[src/aavr_pkg.sv]
// Shared types, constants and tables for the axis-angle vector rotation block.
`default_nettype none

package aavr_pkg;

    // Field widths
    localparam int COORD_WIDTH = 24;
    localparam int ANGLE_WIDTH = 16;

    // Axis normalization
    localparam int NORM_TOP   = 29;
    localparam int NORM_W     = NORM_TOP + 1;
    localparam int UNIT_FRAC  = 30;
    localparam int UNIT_W     = UNIT_FRAC + 2;
    localparam int SQ_W       = 2 * NORM_W + 2;
    localparam int SQRT_STEPS = SQ_W / 2 + 1;
    localparam int LEN_W      = SQRT_STEPS;
    localparam int DIV_STEPS  = UNIT_FRAC + 1;
    localparam int NORM_LAT   = 5 + SQRT_STEPS + 1 + DIV_STEPS + 1;

    // Half-angle trig, Q.28
    localparam int TRIG_W      = 32;
    localparam int HALF_SHIFT  = 14;
    localparam int TAB_LEN     = 24;
    localparam logic signed [TRIG_W-1:0] PI_Q28      = 32'sd843314857;
    localparam logic signed [TRIG_W-1:0] HALF_PI_Q28 = 32'sd421657428;
    localparam logic signed [TRIG_W-1:0] GAIN_Q28    = 32'sd163008219;

    localparam logic signed [TRIG_W-1:0] ARCTAN_Q28 [TAB_LEN] = '{
        32'sd210828714, 32'sd124459457, 32'sd65760959, 32'sd33381290,
        32'sd16755422,  32'sd8385879,   32'sd4193963,  32'sd2097109,
        32'sd1048571,   32'sd524287,    32'sd262144,   32'sd131072,
        32'sd65536,     32'sd32768,     32'sd16384,    32'sd8192,
        32'sd4096,      32'sd2048,      32'sd1024,     32'sd512,
        32'sd256,       32'sd128,       32'sd64,       32'sd32
    };

    // Rodrigues product pipeline
    localparam int W_SHIFT = UNIT_FRAC;
    localparam int T_SHIFT = 28;
    localparam int R_SHIFT = 27;
    localparam int ROD_LAT = 7;

    // Saturation limits
    localparam logic signed [COORD_WIDTH-1:0] COORD_MAX = {1'b0, {(COORD_WIDTH-1){1'b1}}};
    localparam logic signed [COORD_WIDTH-1:0] COORD_MIN = {1'b1, {(COORD_WIDTH-1){1'b0}}};

    typedef logic signed [COORD_WIDTH-1:0] t_coord;
    typedef logic signed [UNIT_W-1:0]      t_unit;

    typedef struct packed {
        t_coord                         vec_x;
        t_coord                         vec_y;
        t_coord                         vec_z;
        t_coord                         axis_x;
        t_coord                         axis_y;
        t_coord                         axis_z;
        logic signed [ANGLE_WIDTH-1:0]  turn_angle;
    } t_req;

    typedef struct packed {
        t_coord rot_x;
        t_coord rot_y;
        t_coord rot_z;
        logic   saturated;
    } t_res;

    typedef struct packed {
        logic signed [TRIG_W-1:0] cos;
        logic signed [TRIG_W-1:0] sin;
    } t_trig;

endpackage

`default_nettype wire

[src/aavr_cordic.sv]
// Pipelined CORDIC giving cosine and sine of half the turn angle in Q.28.
`default_nettype none

module aavr_cordic #(
    parameter int ITERS = 16
) (
    input  logic                                      i_clk,
    input  logic                                      i_rst_n,
    input  logic                                      i_valid,
    input  logic signed [aavr_pkg::ANGLE_WIDTH-1:0]   i_angle,
    output logic                                      o_valid,
    output aavr_pkg::t_trig                           o_trig
);

    localparam int TW    = aavr_pkg::TRIG_W;
    localparam int STEPS = (ITERS < aavr_pkg::TAB_LEN) ? ITERS : aavr_pkg::TAB_LEN;
    localparam int LAT   = STEPS + 2;

    logic                 r_vld [LAT];
    logic signed [TW-1:0] r_x [STEPS+1];
    logic signed [TW-1:0] r_y [STEPS+1];
    logic signed [TW-1:0] r_z [STEPS+1];
    logic                 r_flip [STEPS+1];
    logic signed [TW-1:0] theta;
    aavr_pkg::t_trig      r_trig;

    always_ff @(posedge i_clk) begin
        if (!i_rst_n) begin
            for (int j = 0; j < LAT; j++) r_vld[j] <= 1'b0;
        end else begin
            r_vld[0] <= i_valid;
            for (int j = 1; j < LAT; j++) r_vld[j] <= r_vld[j-1];
        end
    end

    assign theta = TW'(i_angle) <<< aavr_pkg::HALF_SHIFT;

    // fold into [-pi/2, pi/2]; the fold negates both outputs
    always_ff @(posedge i_clk) begin
        r_x[0] <= aavr_pkg::GAIN_Q28;
        r_y[0] <= '0;
        priority if (theta > aavr_pkg::HALF_PI_Q28) begin
            r_z[0]    <= theta - aavr_pkg::PI_Q28;
            r_flip[0] <= 1'b1;
        end else if (theta < -aavr_pkg::HALF_PI_Q28) begin
            r_z[0]    <= theta + aavr_pkg::PI_Q28;
            r_flip[0] <= 1'b1;
        end else begin
            r_z[0]    <= theta;
            r_flip[0] <= 1'b0;
        end
    end

    always_ff @(posedge i_clk) begin
        for (int k = 0; k < STEPS; k++) begin
            if (r_z[k] >= 0) begin
                r_x[k+1] <= r_x[k] - (r_y[k] >>> k);
                r_y[k+1] <= r_y[k] + (r_x[k] >>> k);
                r_z[k+1] <= r_z[k] - aavr_pkg::ARCTAN_Q28[k];
            end else begin
                r_x[k+1] <= r_x[k] + (r_y[k] >>> k);
                r_y[k+1] <= r_y[k] - (r_x[k] >>> k);
                r_z[k+1] <= r_z[k] + aavr_pkg::ARCTAN_Q28[k];
            end
            r_flip[k+1] <= r_flip[k];
        end
    end

    always_ff @(posedge i_clk) begin
        r_trig.cos <= r_flip[STEPS] ? -r_x[STEPS] : r_x[STEPS];
        r_trig.sin <= r_flip[STEPS] ? -r_y[STEPS] : r_y[STEPS];
    end

    assign o_valid = r_vld[LAT-1];
    assign o_trig  = r_trig;

endmodule

`default_nettype wire

[config.mk]
export PLATFORM = sky130hd
export DESIGN_NAME = aavr_cordic
export DESIGN_NICKNAME = d
export VERILOG_FILES = /design/src/aavr_pkg.sv /design/src/aavr_cordic.sv
export SDC_FILE = /design/constraint.sdc
export NUM_CORES = 2
export LEC_CHECK = 0
export ABC_CLOCK_PERIOD_IN_PS = 6990
export BUFFER_PORTS_ARGS = -buffer_cell sky130_fd_sc_hd__buf_2
export CORE_MARGIN = 3
export CORE_UTILIZATION = 65
export CTS_CLUSTER_DIAMETER = 100
export DETAILED_ROUTE_END_ITERATION = 12
export PLACE_DENSITY = 0.82
export SKIP_CTS_REPAIR_TIMING = 1
export SKIP_LAST_GASP = 1
export SYNTH_ARGS = -nofsm -noshare
export SYNTH_HDL_FRONTEND = slang
export SYNTH_SLANG_ARGS = --single-unit
export TNS_END_PERCENT = 5
[constraint.sdc]
create_clock -name i_clk -period 6.99 [get_ports i_clk]
set_clock_uncertainty 0.1 [all_clocks]
set_input_delay 0.699 -clock i_clk [delete_from_list [all_inputs] [get_ports i_clk]]
set_output_delay 0.699 -clock i_clk [all_outputs]
set_load 0.02 [all_outputs]
[After elaboration in Yosys (flattened, before gate mapping)]
Memory sizes are Yosys's and may differ from the RTL's.
Cells that the tools add are included.
Word-level totals
  register bits after elaboration: 64
  bits in latches: 0
  bits in writable memories: 1667
  memory bits (read-only): 0
  output and inout bits: 65
  memories: 5
Memory list
  r_x: depth 17, bits a word 32, rd ports 17, clocked after memory_dff 0, write ports 17, line aavr_cordic.sv:20  | logic signed [TW-1:0] r_x [STEPS+1];
  r_y: depth 17, bits a word 32, rd ports 17, clocked after memory_dff 0, write ports 17, line aavr_cordic.sv:21  | logic signed [TW-1:0] r_y [STEPS+1];
  r_z: depth 17, bits a word 32, rd ports 16, clocked after memory_dff 0, write ports 17, line aavr_cordic.sv:22  | logic signed [TW-1:0] r_z [STEPS+1];
  r_vld: depth 18, bits a word 1, rd ports 18, clocked after memory_dff 0, write ports 18, line aavr_cordic.sv:19  | logic r_vld [LAT];
  r_flip: depth 17, bits a word 1, rd ports 17, clocked after memory_dff 0, write ports 17, line aavr_cordic.sv:23  | logic r_flip [STEPS+1];
Cells by class
  add/sub/neg operators: 99
  multiply operators: 0
  div/mod/pow operators: 0
  order comparisons: 18
  equal/unequal tests: 0
  shift operators: 0
  multiplexer cells: 130
  bitwise logic cells: 70
  reductions and logical operators: 0
Operators by type and width (count)
  $mux 32: 52
  $ge 32x1->1 const B: 16
  $mux 1: 78
  $or 1x1->1: 70
  $add 32x17->32: 2
  $add 32x18->32: 2
  $add 32x19->32: 2
  $add 32x20->32: 2
  $add 32x20->32 const B: 2
  $add 32x21->32: 2
  $add 32x22->32: 2
  $add 32x23->32: 2
  $add 32x24->32: 2
  $add 32x25->32: 2
  $add 32x26->32: 2
  $add 32x27->32: 2
  $add 32x28->32: 2
  $add 32x29->32: 2
  $add 32x30->32: 2
  $add 32x31->32: 2
  $neg 32->32: 2
  $sub 32x17->32: 2
  $sub 32x18->32: 2
  $sub 32x19->32: 2
  other kinds (47): 61

[Longest topological paths before layout]
  depth after elaboration: 6
  gate-level depth with buffers: 23
  depth with buffers taken out: 23

[Least setup slack after synthesis]
OpenSTA, ideal clock, no wires.
  kind: flip-flop to flip-flop
  start: memory r_y[14][19] (netlist name)
  end: memory r_x[15][31] (netlist name)
  library setup time: 72 ps
  arrival: 4761 ps
  required time: 6818 ps
  path slack: 2057 ps
  stages on the path, launching flop included: 20
  clock period less this slack: 4933 ps
  cells stage by stage: dfxtp_1 or3_1 or3b_2 or2_2 or4_1 or2_2 o21ai_0 xor2_1 ha_1 a21o_1 a31oi_1 o21ai_0 o21a_1 a311oi_1 a21oi_1 a41o_1 nor3_1 o21bai_1 a21oi_1 xnor2_1
RTL lines (line)
  start, declared: aavr_cordic.sv:21
  end, declared: aavr_cordic.sv:20

==> results.yml <==
run_status:
  status: "completed"
sta:
  setup_viol: 0
  tns_ps: 0
  fin_ws_ps: 1440
  hold_viol: 0
  max_slew_margin: 0.185
  rsz0062_at_grt: "false"
  period_share: 0.793
  worst_pin_slew_ps: 1210
  slew_violations: 0
  finalCriticalPeriod_ps: 5550
  fmax_mhz: 180
synthesis:
  netlist_area_sq_um: 101000
  netlist_instances: 11600
  synth_edf_count: 22
  synth.distinct_cells: 95
  ys_warn_count: 0
  ys_seq_elements: 1449
  avgSynthCellArea_sq_um: 8.65
  synth_top_cell_by_area: "dfxtp_1"
  netlist.area_leader.share: 0.284
  ys_top_cells_by_area: "dfxtp_1, ha_1, xnor2_1"
  synth_flop_cell: "dfxtp_1"
  async_flop_share: 0
  yosysSeqAreaShare: 0.291
route:
  vias_per_cell: 6.12
  num_vias: 85300
  wl_per_cell_um: 18.7
  first_pass_iters: 6
  drtIter0Drc: 6241
  postRouteAntennaNets: 0
  wl_um: 260000
  drc_errors: 0
layout:
  synthToLayoutAreaGrowth_pct: 8.27
  insertedDiodeCount: 0
  drive_gt1_frac: 0.0450
  stdcell_count: 13900
  num-nets-final: 13100
critical_path:
  rrSetupSlack_ps: 1440
  r2r_end: "r_x[15][31]"
  critPathRequiredTime_ps: 7590
  timing.critical_path.from: "r_y[14][18]"
  crit_path_start_kind: "register"
  worstPathArrival_ps: 6150
  reg2reg_depth: 18
  reg2reg_from: "r_y[14][18]"
  path_max_fanout: 6
  path_class: "reg2reg"
  end_kind: "register"
worst_hold_path:
  hold_path_depth: 2
  min_to: "r_vld[0]"
  hp-class: "in2reg"
  hp-start: "i_valid"
flow_run:
  cap_viol_max_count: 0
global_route:
  grt_pass1_vias: 82400
  antenna_found_initial: 4
  grt_use_total: 0.318
  grt-ovfl-total: 0
  grt_max_degree: 76
  grt_pass1_wl_um: 419000
placement:
  dp_cells: 13600
  dp_worst_setup_slack_ps: 1580
  dp_hpwl_um: 206000
  io_buffers: 83
  globalplace.congestion: 0.964
die:
  io_pins: 84
  die_h_um: 399
  dieArea_sq_um: 159000
  core-area_sq_um: 153000
  die_w_um: 399
  start_util: 0.658
  rows: 143
clock_tree:
  clock_sinks: 1449
  clockBufferDepth: 3
  cts_max_level: 4
  clk_latency_ps: 810
  path_clk_slew_ps: 60
  cts-root-buf: "clkbuf_16"
  cts_tree: "built"
  numCtsBuffers: 158
[flip-flops by register name, indices dropped and copies added, names as in the netlist]
| register | flops |
|---|---|
| r_z | 398 |
| r_vld | 18 |
| r_flip | 17 |
| r_x | 471 |
| o_trig | 64 |
| r_y | 481 |
[placed cells by master (no fill, tap or decap), types with 27 or more instances in the layout]
master     Yosys  routed
a211oi_1      69      69
a21boi_0      50      50
a21o_1       549     549
a21oi_1      953     953
a31o_2        28      28
a31oi_1       88      88
and2_1        50      50
and3_1        70      70
buf_2          0      83
buf_4          1      36
clkbuf_1     149      27
clkbuf_16      0     160
clkbuf_8       0      27
conb_1         1      27
dfxtp_1     1427    1418
fa_1          47      47
ha_1        1275    1275
inv_1        556     556
mux2i_1       31      31
nand2_1      751     751
nand2b_1     203     203
nand3_1      195     195
nand4_1       80      80
nor2_1       820     820
nor2b_1      169     169
nor3_1       192     192
nor4_1        44      44
o211ai_1      43      43
o21a_1       153     153
o21ai_0      775     775
o21bai_1     142     142
o22ai_1       30      30
o31ai_1      215     215
o41ai_1       88      88
or2_2         58      58
or3_1        138     138
or4_1         79      79
xnor2_1     1148    1148
xor2_1       588     588
[cell families (layout without fill, tap and decap cells)]
| logic type | Yosys count | count (layout) | synth area share |
|---|---|---|---|
| compound gates | 3423 | 3423 | 0.217 |
| xor+xnor | 1737 | 1737 | 0.151 |
| fa+ha+maj | 1322 | 1322 | 0.168 |
| buf+inv | 719 | 971 | 0.0269 |
| flops | 1449 | 1449 | 0.291 |
| mux | 37 | 37 | 0.00376 |
| other cells | 1 | 27 | 0.0000373 |
| simple gates | 2944 | 2944 | 0.142 |
[per-stage QoR]
stage | hold WS [ps] | util | area, sq um
detailed placement | 213 | 0.676 | 103000
CTS | 19.2 | 0.713 | 109000
floorplan | 210 | - | 101000
finish | 70.7 | 0.713 | 109000
global route | 48.6 | 0.713 | 109000
global placement | 209 | 0.676 | 103000
[layer usage]
metal,vias to the layer above,routed length [um],track usage
met5,-,13,0
met4,2,8640,0.107
met3,497,16000,0.0455
met2,2574,121000,0.540
met1,40200,115000,0.415
li1,42000,-,-
[area by class of cell]
type | instances | area, sq um
multi-input combinational | 9490 | 68700
clock inverter | 79 | 1110
sequential | 1449 | 29200
timing repair buffer | 119 | 686
clock buffer | 214 | 4480
tap | 2030 | 2540
inverter | 559 | 2100
fill | 11900 | 43900
[how the worst max path moves through the flow]
| stage | to |
|---|---|
| floorplan | r_x[15][31] |
| global placement | r_x[15][31] |
| detailed placement | r_x[15][31] |
| CTS | r_x[15][31] |
| global route | r_x[15][31] |
| finish | r_x[15][31] |
[cell usage after synthesis (all sizes together), types with 149 or more instances]
library cell,n
ha,1275
clkbuf,149
xnor2,1148
a21oi,953
nor2,822
o21ai,784
nand2,751
xor2,589
nor3,192
nor2b,169
o31ai,219
o21a,153
a21o,549
nand2b,204
dfxtp,1427
nand3,195
inv,557
[worst max-delay path, stage by stage (launching register included)]
cell	delay, ps
dfxtp_1	350
or3_1	390
or3b_2	510
or2_2	300
or4_1	410
or2_2	300
o21ai_0	210
xor2_1	100
ha_1	400
nand4_1	110
a2111oi_0	690
o21a_1	350
a311oi_1	190
a21oi_1	320
a41o_1	260
nor3_1	70
o21bai_1	150
a21oi_1	100
xnor2_1	120
Power is left out: the tool's default activity adds up to more than one toggle a clock period on the data nets, which glitch-free logic cannot reach.
